===== src/rtl/btnt_pkg.sv =====
// ----------------------------------------------------------------------------
// btnt_pkg
// Shared constants, types and helpers of the bit transition novelty tracker.
// ----------------------------------------------------------------------------
package btnt_pkg;

  localparam int NUM_FEATURE_BITS = 1024;
  localparam int WORD_BITS        = 32;
  localparam int FRACTION_BITS    = 16;

  localparam int FRAME_WORDS = (NUM_FEATURE_BITS + WORD_BITS - 1) / WORD_BITS;
  localparam int POS_W       = 5;
  localparam int BIT_W       = $clog2(WORD_BITS);
  localparam int K_W         = BIT_W + 1;
  localparam int AVG_W       = FRACTION_BITS + 1;
  localparam int CNT_W       = 32;
  localparam int MUL_W       = AVG_W + CNT_W;
  localparam int AVG_DEPTH   = 2 * NUM_FEATURE_BITS;
  localparam int AVG_AW      = $clog2(AVG_DEPTH);
  localparam int STEP_W      = $clog2(AVG_W);

  localparam int THR_W   = 17;
  localparam int WARM_W  = 16;
  localparam int CFG_W   = 17;
  localparam int CFG_IDX_W = 2;

  localparam logic [CFG_IDX_W-1:0] CFG_THRESHOLD  = 2'd0;
  localparam logic [CFG_IDX_W-1:0] CFG_REPORT_ALL = 2'd1;
  localparam logic [CFG_IDX_W-1:0] CFG_WARMUP     = 2'd2;

  localparam logic [THR_W-1:0]  THRESHOLD_RST = 17'd655;
  localparam logic [WARM_W-1:0] WARMUP_RST    = 16'd300;

  localparam logic [POS_W-1:0] LAST_POS  = POS_W'(FRAME_WORDS - 1);
  localparam logic [K_W-1:0]   LAST_K    = K_W'(2 * WORD_BITS - 1);
  localparam logic [STEP_W-1:0] LAST_STEP = STEP_W'(AVG_W - 1);

  localparam int OUT_DATA_W = 72;
  localparam int IN_DATA_W  = 32;

  // Controller to datapath commands
  typedef struct packed {
    logic           load;
    logic           rd;
    logic           mul;
    logic           div;
    logic           wr;
    logic           finish;
    logic [K_W-1:0] k;
  } btnt_cmd_t;

  typedef struct packed {
    logic out_free;
  } btnt_status_t;

  // Feature bit lies inside the frame
  function automatic logic bit_valid(input logic [POS_W-1:0] pos,
                                     input logic [BIT_W-1:0] b);
    logic [AVG_AW:0] g;
    begin
      g = (AVG_AW+1)'(pos) * (AVG_AW+1)'(WORD_BITS) + (AVG_AW+1)'(b);
      return g < (AVG_AW+1)'(NUM_FEATURE_BITS);
    end
  endfunction

endpackage


===== src/rtl/btnt_ctrl.sv =====
// ----------------------------------------------------------------------------
// btnt_ctrl
// Sequencer: walks the 64 averages of a word through read, multiply,
// divide and write-back, then hands the result to the output register.
// ----------------------------------------------------------------------------
module btnt_ctrl (
  input  logic                   clk,
  input  logic                   rst_n,
  input  logic                   in_valid,
  output logic                   in_ready,
  input  btnt_pkg::btnt_status_t status,
  output btnt_pkg::btnt_cmd_t    cmd
);

  typedef enum logic [2:0] {
    S_IDLE,
    S_RD,
    S_MUL,
    S_DIV,
    S_WR,
    S_OUT
  } state_t;

  state_t                       state_r, state_nxt;
  logic [btnt_pkg::K_W-1:0]     k_r, k_nxt;
  logic [btnt_pkg::STEP_W-1:0]  step_r, step_nxt;

  always_comb begin
    state_nxt  = state_r;
    k_nxt      = k_r;
    step_nxt   = step_r;
    cmd        = '0;
    cmd.k      = k_r;
    unique case (state_r)
      S_IDLE: begin
        if (in_valid) begin
          cmd.load  = 1'b1;
          k_nxt     = '0;
          state_nxt = S_RD;
        end
      end
      S_RD: begin
        cmd.rd    = 1'b1;
        state_nxt = S_MUL;
      end
      S_MUL: begin
        cmd.mul   = 1'b1;
        step_nxt  = '0;
        state_nxt = S_DIV;
      end
      S_DIV: begin
        cmd.div  = 1'b1;
        step_nxt = step_r + 1'b1;
        if (step_r == btnt_pkg::LAST_STEP) begin
          state_nxt = S_WR;
        end
      end
      S_WR: begin
        cmd.wr = 1'b1;
        if (k_r == btnt_pkg::LAST_K) begin
          state_nxt = S_OUT;
        end else begin
          k_nxt     = k_r + 1'b1;
          state_nxt = S_RD;
        end
      end
      S_OUT: begin
        // hold until the output register is free
        if (status.out_free) begin
          cmd.finish = 1'b1;
          state_nxt  = S_IDLE;
        end
      end
      default: state_nxt = S_IDLE;
    endcase
  end

  always_ff @(posedge clk) begin
    if (!rst_n) begin
      state_r <= S_IDLE;
      k_r     <= '0;
      step_r  <= '0;
    end else begin
      state_r <= state_nxt;
      k_r     <= k_nxt;
      step_r  <= step_nxt;
    end
  end

  assign in_ready = (state_r == S_IDLE);

endmodule


===== config.mk =====
export PLATFORM = sky130hd
export DESIGN_NAME = btnt_ctrl
export DESIGN_NICKNAME = d
export VERILOG_FILES = /design/src/rtl/btnt_pkg.sv /design/src/rtl/btnt_ctrl.sv
export SDC_FILE = /design/constraint.sdc
export NUM_CORES = 1
export LEC_CHECK = 0
export BUFFER_PORTS_ARGS = -buffer_cell sky130_fd_sc_hd__buf_2
export CORE_MARGIN = 2
export CORE_UTILIZATION = 56
export CTS_BUF_LIST = sky130_fd_sc_hd__clkbuf_16
export CTS_CLUSTER_SIZE = 28
export DETAILED_ROUTE_END_ITERATION = 8
export PLACE_DENSITY = 0.81
export SLEW_MARGIN = 10
export SYNTH_ARGS = -nofsm -noshare
export SYNTH_HDL_FRONTEND = slang
export SYNTH_SLANG_ARGS = --single-unit

===== constraint.sdc =====
create_clock -name clk -period 3 [get_ports clk]
set_input_delay 0.75 -clock clk [delete_from_list [all_inputs] [get_ports clk]]
set_output_delay 0.75 -clock clk [all_outputs]
set_load 0.005 [all_outputs]

==> run_results.csv, run 1 <==
group,metric,value,unit
yosys,synth_top_cell_area_share,34.4,%
route,wl_met2,833,um
placed_design,port_buffers,16,
die,pin_count,17,
yosys,async_reset_ff_share,0,%
cts,post_cts_buffers,0,
yosys,ys_seq_area_share,34.4,%
yosys,ys_ff_latch,14,
route,drt_drc_violations_left,0,
global_routing,grt_pass1_wl,2770,um
setup_path,critPathMaxStageDelay,0.55,ns
setup_path,rr_worst_depth,4,
power_and_ir_drop,ir_drop,379,uV
sta,setup_violations,0,
setup_path,end_kind,"output port",
route,wl_per_cell,13.4,um
power_and_ir_drop,p_leak,0.408,nW
die,dieArea,1780,um2
yosys,synth_compound_area_share,17.1,%
route,vias_per_cell,5.88,
yosys,synth_simple_gate_area_share,29.3,%
cts,htree_levels,1,
global_routing,grt_max_degree,15,
hold_path,hp-class,"reg2reg",
cts,clock_latency,0.24,ns
cts,clk_pin_slew_worst_paths,0.05,ns
yosys,ys.warnings.count,0,
global_routing,antenna_found_initial,0,
cts,cts_root_buf,"clkbuf_16",
sta,slew_viol_final,0,
setup_path,setup.worst_path.end,"cmd[7]",
placed_design,hpwlAfterDp,1180,um
finish,multi_input_area,470,um2
yosys,synth.area.mux_share,2.46,%
setup_path,crit_chain,"or3b_1 > clkinv_4 > buf_2",
cts,numCtsBuffers,3,
cts,cts_tree,"yes",
global_routing,gr-usage-all-layers,20.3,%
cts,holdBufCountCts,0,
yosys,syn_area,815,um2
setup_path,reg2reg_to,"k_r[2]$_SDFFE_PN0P_",
sta,hold_viol,0,
yosys,synth_edf_count,0,
cts,cts_buffer_depth,2,
setup_path,worstSetupStartpoint,"state_r[2]$_SDFFE_PN0P_",
yosys,synth_xor_area_share,4.30,%
sta,fmax,435,MHz
yosys,synthCells,96,
global_routing,gr-total-overflow,0,
yosys,syn_nets,103,
sta,fin_crit_sh,76.7,%
route,wl_met3,85,um
yosys,synth_flop_cell,"dfxtp_1",
route,dr.max_layer_used,"met4",
global_routing,grt_pass1_vias,662,
setup_path,cp.depth,3,
sta,worst_pin_slew,0.404,ns
yosys,ys_top_cells_by_count,"dfxtp_1 (14), nor2_1 (9), nand2_1 (6)",
finish,diodes,0,
setup_path,cpLargestDelayFamily,"flip-flops",
yosys,synth_area_per_cell,8.48,um2
yosys,yosysTopAreaCell,"dfxtp_1",
finish,area_growth_syn_to_layout,17.5,%
die,dieWidth,42.1,um
cts,cts_resized,0,
die,coreArea,1330,um2
yosys,synth_top_family_by_area,"simple AND/OR/NAND/NOR gates",
setup_path,cp_num_buf_inv,2,
setup_path,required,2.25,ns
finish,post_route_cells_drive_above_1_share,21.6,%
setup_path,cp_slowest_cell,"dfxtp_1",
status,outcome,"finished clean",
setup_path,worstSetupPathType,"reg2out",
yosys,yosysMostFrequentCell,"dfxtp_1",
power_and_ir_drop,power_per_cell_area,516,nW/um2
route,ant_nets,0,
sta,skew,0.000569,ns
finish,fillers,113,
sta,grt_setup_unrepaired,"no",
setup_path,reg2reg_slack,1.31,ns
die,initial_core_util,61.1,%
setup_path,worstPathMaxFanout,12,
setup_path,rr_startpoint,"state_r[2]$_SDFFE_PN0P_",
hold_path,hold_depth,1,
route,dr.pass1.iters,4,
run,drv_cap,0,
route,routed_wl,1690,um
finish,final_util,71.8,%
sta,min_period,2.30,ns
yosys,synthTopCellsByArea,"dfxtp_1 (34%), ha_1 (4.6%), nor2_1 (4.1%), xor2_1 (3.2%), nand3_1 (3.1%)",
route,dr_total_vias,741,
die,die_y,42.1,um
die,row_count,13,
finish,fin_nets,119,
yosys,synth_adder_area_share,4.61,%
yosys,synth.distinct_cells,42,
setup_path,startpoint_type,"flip-flop",
finish,ff_latch_area,280,um2
route,drtIter0Drc,20,
setup_path,cp.arrival,1.55,ns
sta,final.setup.tns,0,ns
route,met1_length,748,um
cts,clock_sinks,14,
placed_design,routabilityCongestion,0.770,
sta,relSlewSlack,72.7,%
==> cells by family (layout without fill, tap and decap cells) <==
logic type / after synthesis / after routing
AO/OA/AOI/OAI: 20 / 20
XOR/XNOR: 4 / 4
adder cells (fa/ha/maj): 3 / 3
buffers and inverters: 11 / 26
flip-flops: 14 / 14
multiplexers: 2 / 2
AND/OR/NAND/NOR: 42 / 42
==> worst min path at each step <==
| stage | startpoint | endpoint | slack [ns] |
|---|---|---|---|
| after floorplan | k_r[0]$_SDFFE_PN0P_ | k_r[0]$_SDFFE_PN0P_ | 0.46 |
| after global placement | k_r[0]$_SDFFE_PN0P_ | k_r[0]$_SDFFE_PN0P_ | 0.47 |
| after detailed placement | k_r[0]$_SDFFE_PN0P_ | k_r[0]$_SDFFE_PN0P_ | 0.48 |
| after CTS | k_r[0]$_SDFFE_PN0P_ | k_r[0]$_SDFFE_PN0P_ | 0.49 |
| after global routing | k_r[0]$_SDFFE_PN0P_ | k_r[0]$_SDFFE_PN0P_ | 0.52 |
| final | k_r[0]$_SDFFE_PN0P_ | k_r[0]$_SDFFE_PN0P_ | 0.48 |
==> layout by cell type, fill, tap and decap left out, drive strengths merged, types with 2 or more instances in the layout <==
| cell type | instances |
|---|---|
| nand3 | 5 |
| o21ai | 5 |
| inv | 4 |
| nand4 | 3 |
| and3 | 3 |
| nor2b | 5 |
| a21oi | 2 |
| xor2 | 3 |
| dfxtp | 14 |
| clkbuf | 3 |
| nand2 | 7 |
| mux2i | 2 |
| a21boi | 3 |
| buf | 16 |
| o22ai | 2 |
| ha | 3 |
| nor3b | 2 |
| clkinv | 3 |
| nor2 | 9 |
==> routing by layer <==
metal  up-vias  track usage (%)
met5         -                0
met4         0             11.9
met3         4             3.88
met2        22             32.2
met1       340             25.5
li1        375                -
==> state kept, by name (all words and copies together) (netlist names) <==
| signal | count |
|---|---|
| step_r | 5 |
| k_r | 6 |
| state_r | 3 |
==> power by group <==
group          switching [W]  internal [W]  total (W)
sequential        0.00000965      0.000190   0.000200
clock              0.0000744      0.000176   0.000250
combinational      0.0000235     0.0000196  0.0000431
==> final cells by class <==
| cell class | count | area share (%) |
|---|---|---|
| multi-input combinational | 71 | 49.2 |
| sequential | 14 | 29.3 |
| timing repair buffer | 16 | 8.37 |
| clock buffer | 3 | 7.84 |
| inverter | 6 | 3.01 |
| tap | 15 | 1.96 |
| clock inverter | 1 | 0.392 |
==> stage by stage <==
step | setup slack [ns] | total power, W | cells | hold WS, ns | area [um2]
2_1_floorplan | 1.22 | 0.000234 | 96 | 0.462 | 815
3_3_place_gp | 1.02 | 0.000246 | 122 | 0.467 | 878
3_5_place_dp | 0.970 | 0.000247 | 122 | 0.479 | 878
4_1_cts | 0.712 | 0.000498 | 126 | 0.489 | 957
5_1_grt | 0.621 | 0.000513 | 126 | 0.516 | 957
6_report | 0.700 | 0.000494 | 126 | 0.484 | 957
Note: power is estimated with default switching activity, not from simulation.
==> run 2, diff against run 1 <==
CORE_UTILIZATION = 47   (was 56)
PLACE_DENSITY = 0.73   (was 0.81)
clock period = 1.9 ns   (was 3 ns; I/O delays follow)
==> run_results.csv, run 2 (synthesized netlist as in run 1, its figures left out) <==
group,metric,value,unit
global_routing,use_met3,7.14,%
run,drv_cap,0,
cts,clock_latency,0.25,ns
route,routed_wl,1760,um
setup_path,cp_num_buf_inv,2,
global_routing,met2_usage,26.5,%
placed_design,hpwlAfterDp,1220,um
finish,largest_registers,"k_r: 6 flops, step_r: 5 flops, state_r: 3 flops",
finish,area_growth_syn_to_layout,20.4,%
finish,final_util,58.7,%
sta,min_period,1.83,ns
sta,grt_setup_unrepaired,"no",
cts,htree_levels,1,
sta,setup_violations,0,
die,initial_core_util,48.8,%
cts,clk_pin_slew_worst_paths,0.05,ns
global_routing,grt_pass1_wl,2790,um
sta,skew,0.00497,ns
cts,cts_buffer_depth,2,
sta,fin_crit_sh,96.2,%
sta,final.setup.tns,0,ns
sta,hold_viol,0,
global_routing,grt_max_degree,15,
setup_path,worstPathMaxFanout,7,
cts,cts_tree,"yes",
global_routing,gr-total-overflow,0,
global_routing,gr-usage-all-layers,19.1,%
sta,slew_viol_final,0,
finish,post_route_cells_drive_above_1_share,25.7,%
finish,regMostFlops,"k_r",
setup_path,reg2reg_slack,0.37,ns
setup_path,rr_startpoint,"step_r[0]$_SDFFE_PN0P_",
finish,largest_reg_flops,6,
setup_path,rr_worst_depth,5,
route,vias_per_cell,5.66,
route,wl_per_cell,13.5,um
setup_path,worstSetupPathType,"reg2out",
die,row_count,15,
setup_path,cp_slowest_cell,"or3b_4",
sta,worst_slack,0.0719,ns
power_and_ir_drop,ir_drop,583,uV
die,die_y,45.6,um
power_and_ir_drop,power,0.000797,W
route,drtIter0Drc,24,
setup_path,reg2reg_to,"state_r[0]$_SDFFE_PN0P_",
finish,final_cell_area,981,um2
hold_path,hold_depth,1,
hold_path,hp-class,"reg2reg",
placed_design,pre_cts_ws,0.259,ns
die,dieArea,2080,um2
setup_path,critPathMaxStageDelay,0.47,ns
placed_design,port_buffers,16,
setup_path,startpoint_type,"flip-flop",
finish,diodes,0,
cts,post_cts_buffers,0,
route,ant_nets,0,
setup_path,crit_chain,"or3b_4 > clkinv_4 > buf_2",
finish,fin_nets,121,
cts,numCtsBuffers,3,
route,drt_drc_violations_left,0,
sta,relSlewSlack,71.5,%
hold_path,hold_path_end,"k_r[0]$_SDFFE_PN0P_",
placed_design,post_dp_cell_area,896,um2
power_and_ir_drop,power_per_cell_area,812,nW/um2
setup_path,cpLargestDelayFamily,"simple AND/OR/NAND/NOR gates",
setup_path,cp.arrival,1.35,ns
die,coreArea,1670,um2
global_routing,top_usage_layer,"met2",
cts,clock_sinks,14,
route,dr_total_vias,736,
status,outcome,"finished clean",
setup_path,end_kind,"output port",
die,pin_count,17,
power_and_ir_drop,p_leak,0.424,nW
cts,cts_root_buf,"clkbuf_16",
setup_path,required,1.42,ns
sta,fmax,547,MHz
placed_design,routabilityCongestion,0.800,
global_routing,grt_pass1_vias,634,
route,dr.pass1.iters,4,
finish,final_cell_mix,"buf_2 (16), dfxtp_1 (13), nor2_1 (9), nand2_1 (6), nand3_1 (5)",
global_routing,antenna_found_initial,0,
sta,worst_pin_slew,0.417,ns
hold_path,hp-start,"k_r[0]$_SDFFE_PN0P_",
global_routing,use_met1,25.8,%
finish,final_common_cell,"buf_2",
die,dieWidth,45.6,um
## run 2: cell types whose count changed in the layout (fill, tap and decap cells not counted)
cell and delta:
and2_1 -1, and2_4 +1, buf_4 +2, dfxtp_1 -1
dfxtp_2 +1, or3b_1 -1, or3b_4 +1
## run 2: worst max-delay path by stage
| stage | cells past startpoint | to | from | slack (ns) |
|---|---|---|---|---|
| 2_1_floorplan | 3 | cmd[6] | state_r[0]$_SDFFE_PN0P_ | 0.50 |
| 3_3_place_gp | 3 | cmd[7] | state_r[0]$_SDFFE_PN0P_ | 0.30 |
| 3_5_place_dp | 3 | cmd[7] | state_r[0]$_SDFFE_PN0P_ | 0.26 |
| 4_1_cts | 4 | cmd[8] | state_r[2]$_SDFFE_PN0P_ | 0.06 |
| 5_1_grt | 3 | cmd[7] | state_r[2]$_SDFFE_PN0P_ | 0.03 |
| 6_report | 3 | cmd[7] | state_r[2]$_SDFFE_PN0P_ | 0.07 |
## run 2: what timing repair did
item / CTS / global route
endpoints found under the setup margin: 1 / 2
hold buffers: 0 / 0
resized for setup: 1 / 2
pin swaps: 0 / 0
## run 2: worst register-to-register path: stages, from the launching register on
cell,delay [ns]
dfxtp_1,0.35
inv_1,0.08
ha_1,0.19
nor4bb_1,0.16
and3_1,0.20
a2111oi_0,0.40
## run 2: area by class of cell
cell class              count  area, um2
repair buffers             18       95.1
fillers                   148        689
clock buffers               3       75.1
clock inverters             1       3.75
multi-input cells          71        475
inverters                   6       28.8
flip-flops and latches     14        282
well taps                  17       21.3
## run 2: report_power, final
part	total, W	internal, W	switching, W	leakage (nW)
sequential	0.000313	0.000301	0.0000118	0.114
combinational	0.0000787	0.0000346	0.0000441	0.271
clock	0.000405	0.000279	0.000127	0.0385
total	0.000797	0.000614	0.000183	0.424
## run 2: stage by stage
step	cells	hold slack, ns
floorplan	96	0.462
global placement	126	0.474
detailed placement	126	0.487
CTS	130	0.495
global route	130	0.524
finish	130	0.484
## run 2: routing by layer
layer	up-vias	routed length [um]
li1	380	-
met1	334	932
met2	18	728
met3	4	73
met4	0	23
met5	-	0
==> run 3, diff against run 2 <==
ABC_AREA = 1   (was not set)
CORE_UTILIZATION = 48   (was 47)
==> run_results.csv, run 3 <==
group,metric,value,unit
yosys,synth_edf_count,0,
yosys,async_reset_ff_share,0,%
yosys,synth_flop_cell,"dfxtp_1",
global_routing,grt_pass1_vias,684,
finish,area_growth_syn_to_layout,16.2,%
yosys,synth_xor_area_share,0.963,%
cts,cts_root_buf,"clkbuf_16",
die,row_count,15,
route,drtIter0Drc,8,
status,outcome,"finished clean",
cts,post_cts_buffers,0,
hold_path,hp-start,"step_r[3]$_SDFFE_PN0P_",
cts,numCtsBuffers,3,
setup_path,worstSetupPathType,"reg2out",
sta,final.setup.tns,0,ns
yosys,ys.warnings.count,0,
hold_path,hold_path_end,"step_r[3]$_SDFFE_PN0P_",
finish,largest_registers,"k_r: 6 flops, step_r: 5 flops, state_r: 3 flops",
route,routed_wl,1640,um
yosys,synthTopCellsByArea,"dfxtp_1 (31%), nand2_1 (10%), nor2_2 (5.5%), nand2_4 (5.0%), nor2_1 (5.0%)",
sta,grt_setup_unrepaired,"no",
setup_path,rr_worst_depth,8,
finish,fillers,159,
power_and_ir_drop,sw_frac_of_total,28.1,%
sta,fin_crit_sh,91.0,%
global_routing,gr-total-overflow,0,
global_routing,antenna_found_initial,0,
yosys,yosysMostFrequentCell,"nand2_1",
setup_path,required,1.42,ns
yosys,yosysTopAreaCell,"dfxtp_1",
finish,ff_latch_area,280,um2
finish,final_util,60.6,%
sta,hold_viol,0,
setup_path,worstPathMaxFanout,8,
sta,min_period,1.73,ns
power_and_ir_drop,p_leak,0.469,nW
power_and_ir_drop,combPwrFrac,22.3,%
cts,clock_sinks,14,
sta,setup_violations,0,
die,initial_core_util,52.1,%
yosys,synth.distinct_cells,26,
yosys,synth_compound_area_share,11.7,%
route,wl_per_cell,10.0,um
finish,largest_reg_flops,6,
yosys,ys_ff_latch,14,
placed_design,hpwlAfterDp,1270,um
setup_path,reg2reg_to,"k_r[5]$_SDFFE_PN0P_",
setup_path,rr_startpoint,"k_r[0]$_SDFFE_PN0P_",
sta,worst_pin_slew,0.367,ns
yosys,synthCells,122,
cts,holdBufCountCts,0,
placed_design,port_buffers,16,
placed_design,routabilityCongestion,0.777,
yosys,synth.area.mux_share,0,%
global_routing,grt_max_degree,12,
route,vias_per_cell,4.87,
setup_path,end_kind,"output port",
yosys,synth_adder_area_share,4.13,%
setup_path,startpoint_type,"flip-flop",
global_routing,gr-usage-all-layers,16.3,%
finish,regMostFlops,"k_r",
power_and_ir_drop,clock_power_share,41.1,%
finish,final_common_cell,"nand2_1",
yosys,synth_area_per_cell,7.46,um2
route,dr_total_vias,793,
global_routing,grt_pass1_wl,2620,um
hold_path,hp-class,"reg2reg",
power_and_ir_drop,internal_power,0.000662,W
finish,post_route_cells_drive_above_1_share,36.2,%
finish,fin_cells,163,
power_and_ir_drop,p_switching,0.000259,W
cts,clk_pin_slew_worst_paths,0.04,ns
sta,slew_viol_final,0,
cts,cts_buffer_depth,2,
die,dieWidth,47.5,um
die,dieArea,2260,um2
route,dr.pass1.iters,4,
power_and_ir_drop,pwr-share-seq,36.6,%
sta,relSlewSlack,75.5,%
placed_design,pre_cts_ws,0.436,ns
route,ant_nets,0,
sta,worst_slack,0.171,ns
power_and_ir_drop,ir_drop,390,uV
power_and_ir_drop,power,0.000922,W
sta,fmax,578,MHz
finish,final_cell_mix,"nand2_1 (25), buf_2 (16), dfxtp_1 (14), nor2_1 (12), inv_1 (10)",
yosys,ys_seq_area_share,30.8,%
setup_path,reg2reg_slack,0.50,ns
route,drt_drc_violations_left,0,
setup_path,cp.arrival,1.25,ns
finish,diodes,0,
yosys,syn_area,910,um2
run,drv_cap,0,
yosys,ys_top_cells_by_count,"nand2_1 (25), dfxtp_1 (14), nor2_1 (12)",
finish,fin_nets,147,
yosys,synth_top_family_by_area,"simple AND/OR/NAND/NOR gates",
finish,multi_input_area,533,um2
die,die_y,47.5,um
power_and_ir_drop,power_per_cell_area,872,nW/um2
yosys,synth_simple_gate_area_share,41.8,%
yosys,syn_nets,129,
cts,clock_latency,0.23,ns
cts,htree_levels,1,
die,pin_count,17,
placed_design,dp_cells,160,
hold_path,hold_depth,2,
sta,skew,0.000884,ns
die,coreArea,1750,um2
cts,cts_tree,"yes",
cts,cts_resized,0,
yosys,synth_top_cell_area_share,30.8,%
-- run 3: cell types whose count changed in the layout (fill, tap and decap cells not counted), sizes merged, moves of 5 or more --
cell   previous run  this run
inv               4        14
nor2              9        22
nand2             7        36
nor2b             5         0
a21oi             2        10
nor3              1         6
-- run 3: layout make-up --
cell class	count	share of cell area [%]
sequential	14	26.5
clock buffer	3	7.10
multi-input combinational	91	50.4
inverter	14	5.44
timing repair buffer	16	7.57
tap	25	2.96
-- run 3: cell families (layout without fill, tap and decap cells) --
| logic type | after synthesis | in the layout |
|---|---|---|
| xor+xnor | 1 | 1 |
| buf+inv | 17 | 33 |
| flops | 14 | 14 |
| simple gates | 70 | 70 |
| fa+ha+maj | 3 | 3 |
| compound gates | 17 | 17 |
-- run 3: worst max-delay path by stage --
stage	from	end	slack [ns]	depth (start not counted)
after CTS	state_r[2]$_SDFFE_PN0P_	cmd[9]	0.17	4
after global routing	state_r[0]$_SDFFE_PN0P_	cmd[8]	0.07	3
final	state_r[2]$_SDFFE_PN0P_	cmd[9]	0.17	4
after floorplan	k_r[1]$_SDFFE_PN0P_	k_r[3]$_SDFFE_PN0P_	0.53	9
after global placement	state_r[0]$_SDFFE_PN0P_	cmd[8]	0.46	3
after detailed placement	state_r[2]$_SDFFE_PN0P_	cmd[9]	0.44	4
-- run 3: power groups by stage --
stage	Clock [W]	Combinational, W	Sequential [W]
3_5_place_dp	0	0.000207	0.000342
6_report	0.000379	0.000206	0.000337
5_1_grt	0.000400	0.000233	0.000340
3_3_place_gp	0	0.000206	0.000343
2_1_floorplan	0	0.000192	0.000332
4_1_cts	0.000389	0.000210	0.000337
-- run 3: worst max-delay path, cell delays in order, from the launching register on --
cell and delay, ns:
dfxtp_1 0.36, inv_2 0.15, nand2_1 0.19, nor2_1 0.18, buf_2 0.14
-- run 3: through the flow --
step                instance area, um2  hold slack, ns
floorplan                          910           0.475
global placement                   982           0.482
detailed placement                 982           0.492
CTS                               1060           0.499
global route                      1060           0.537
finish                            1060           0.504
-- run 3: layer usage --
layer / up-vias / GRT usage, % / share of wire [%]
met5: - / 0 / 0
met4: 0 / 4.86 / 0.73
met3: 2 / 3.40 / 3.8
met2: 13 / 30.5 / 54
met1: 360 / 18.3 / 42
li1: 418 / - / -
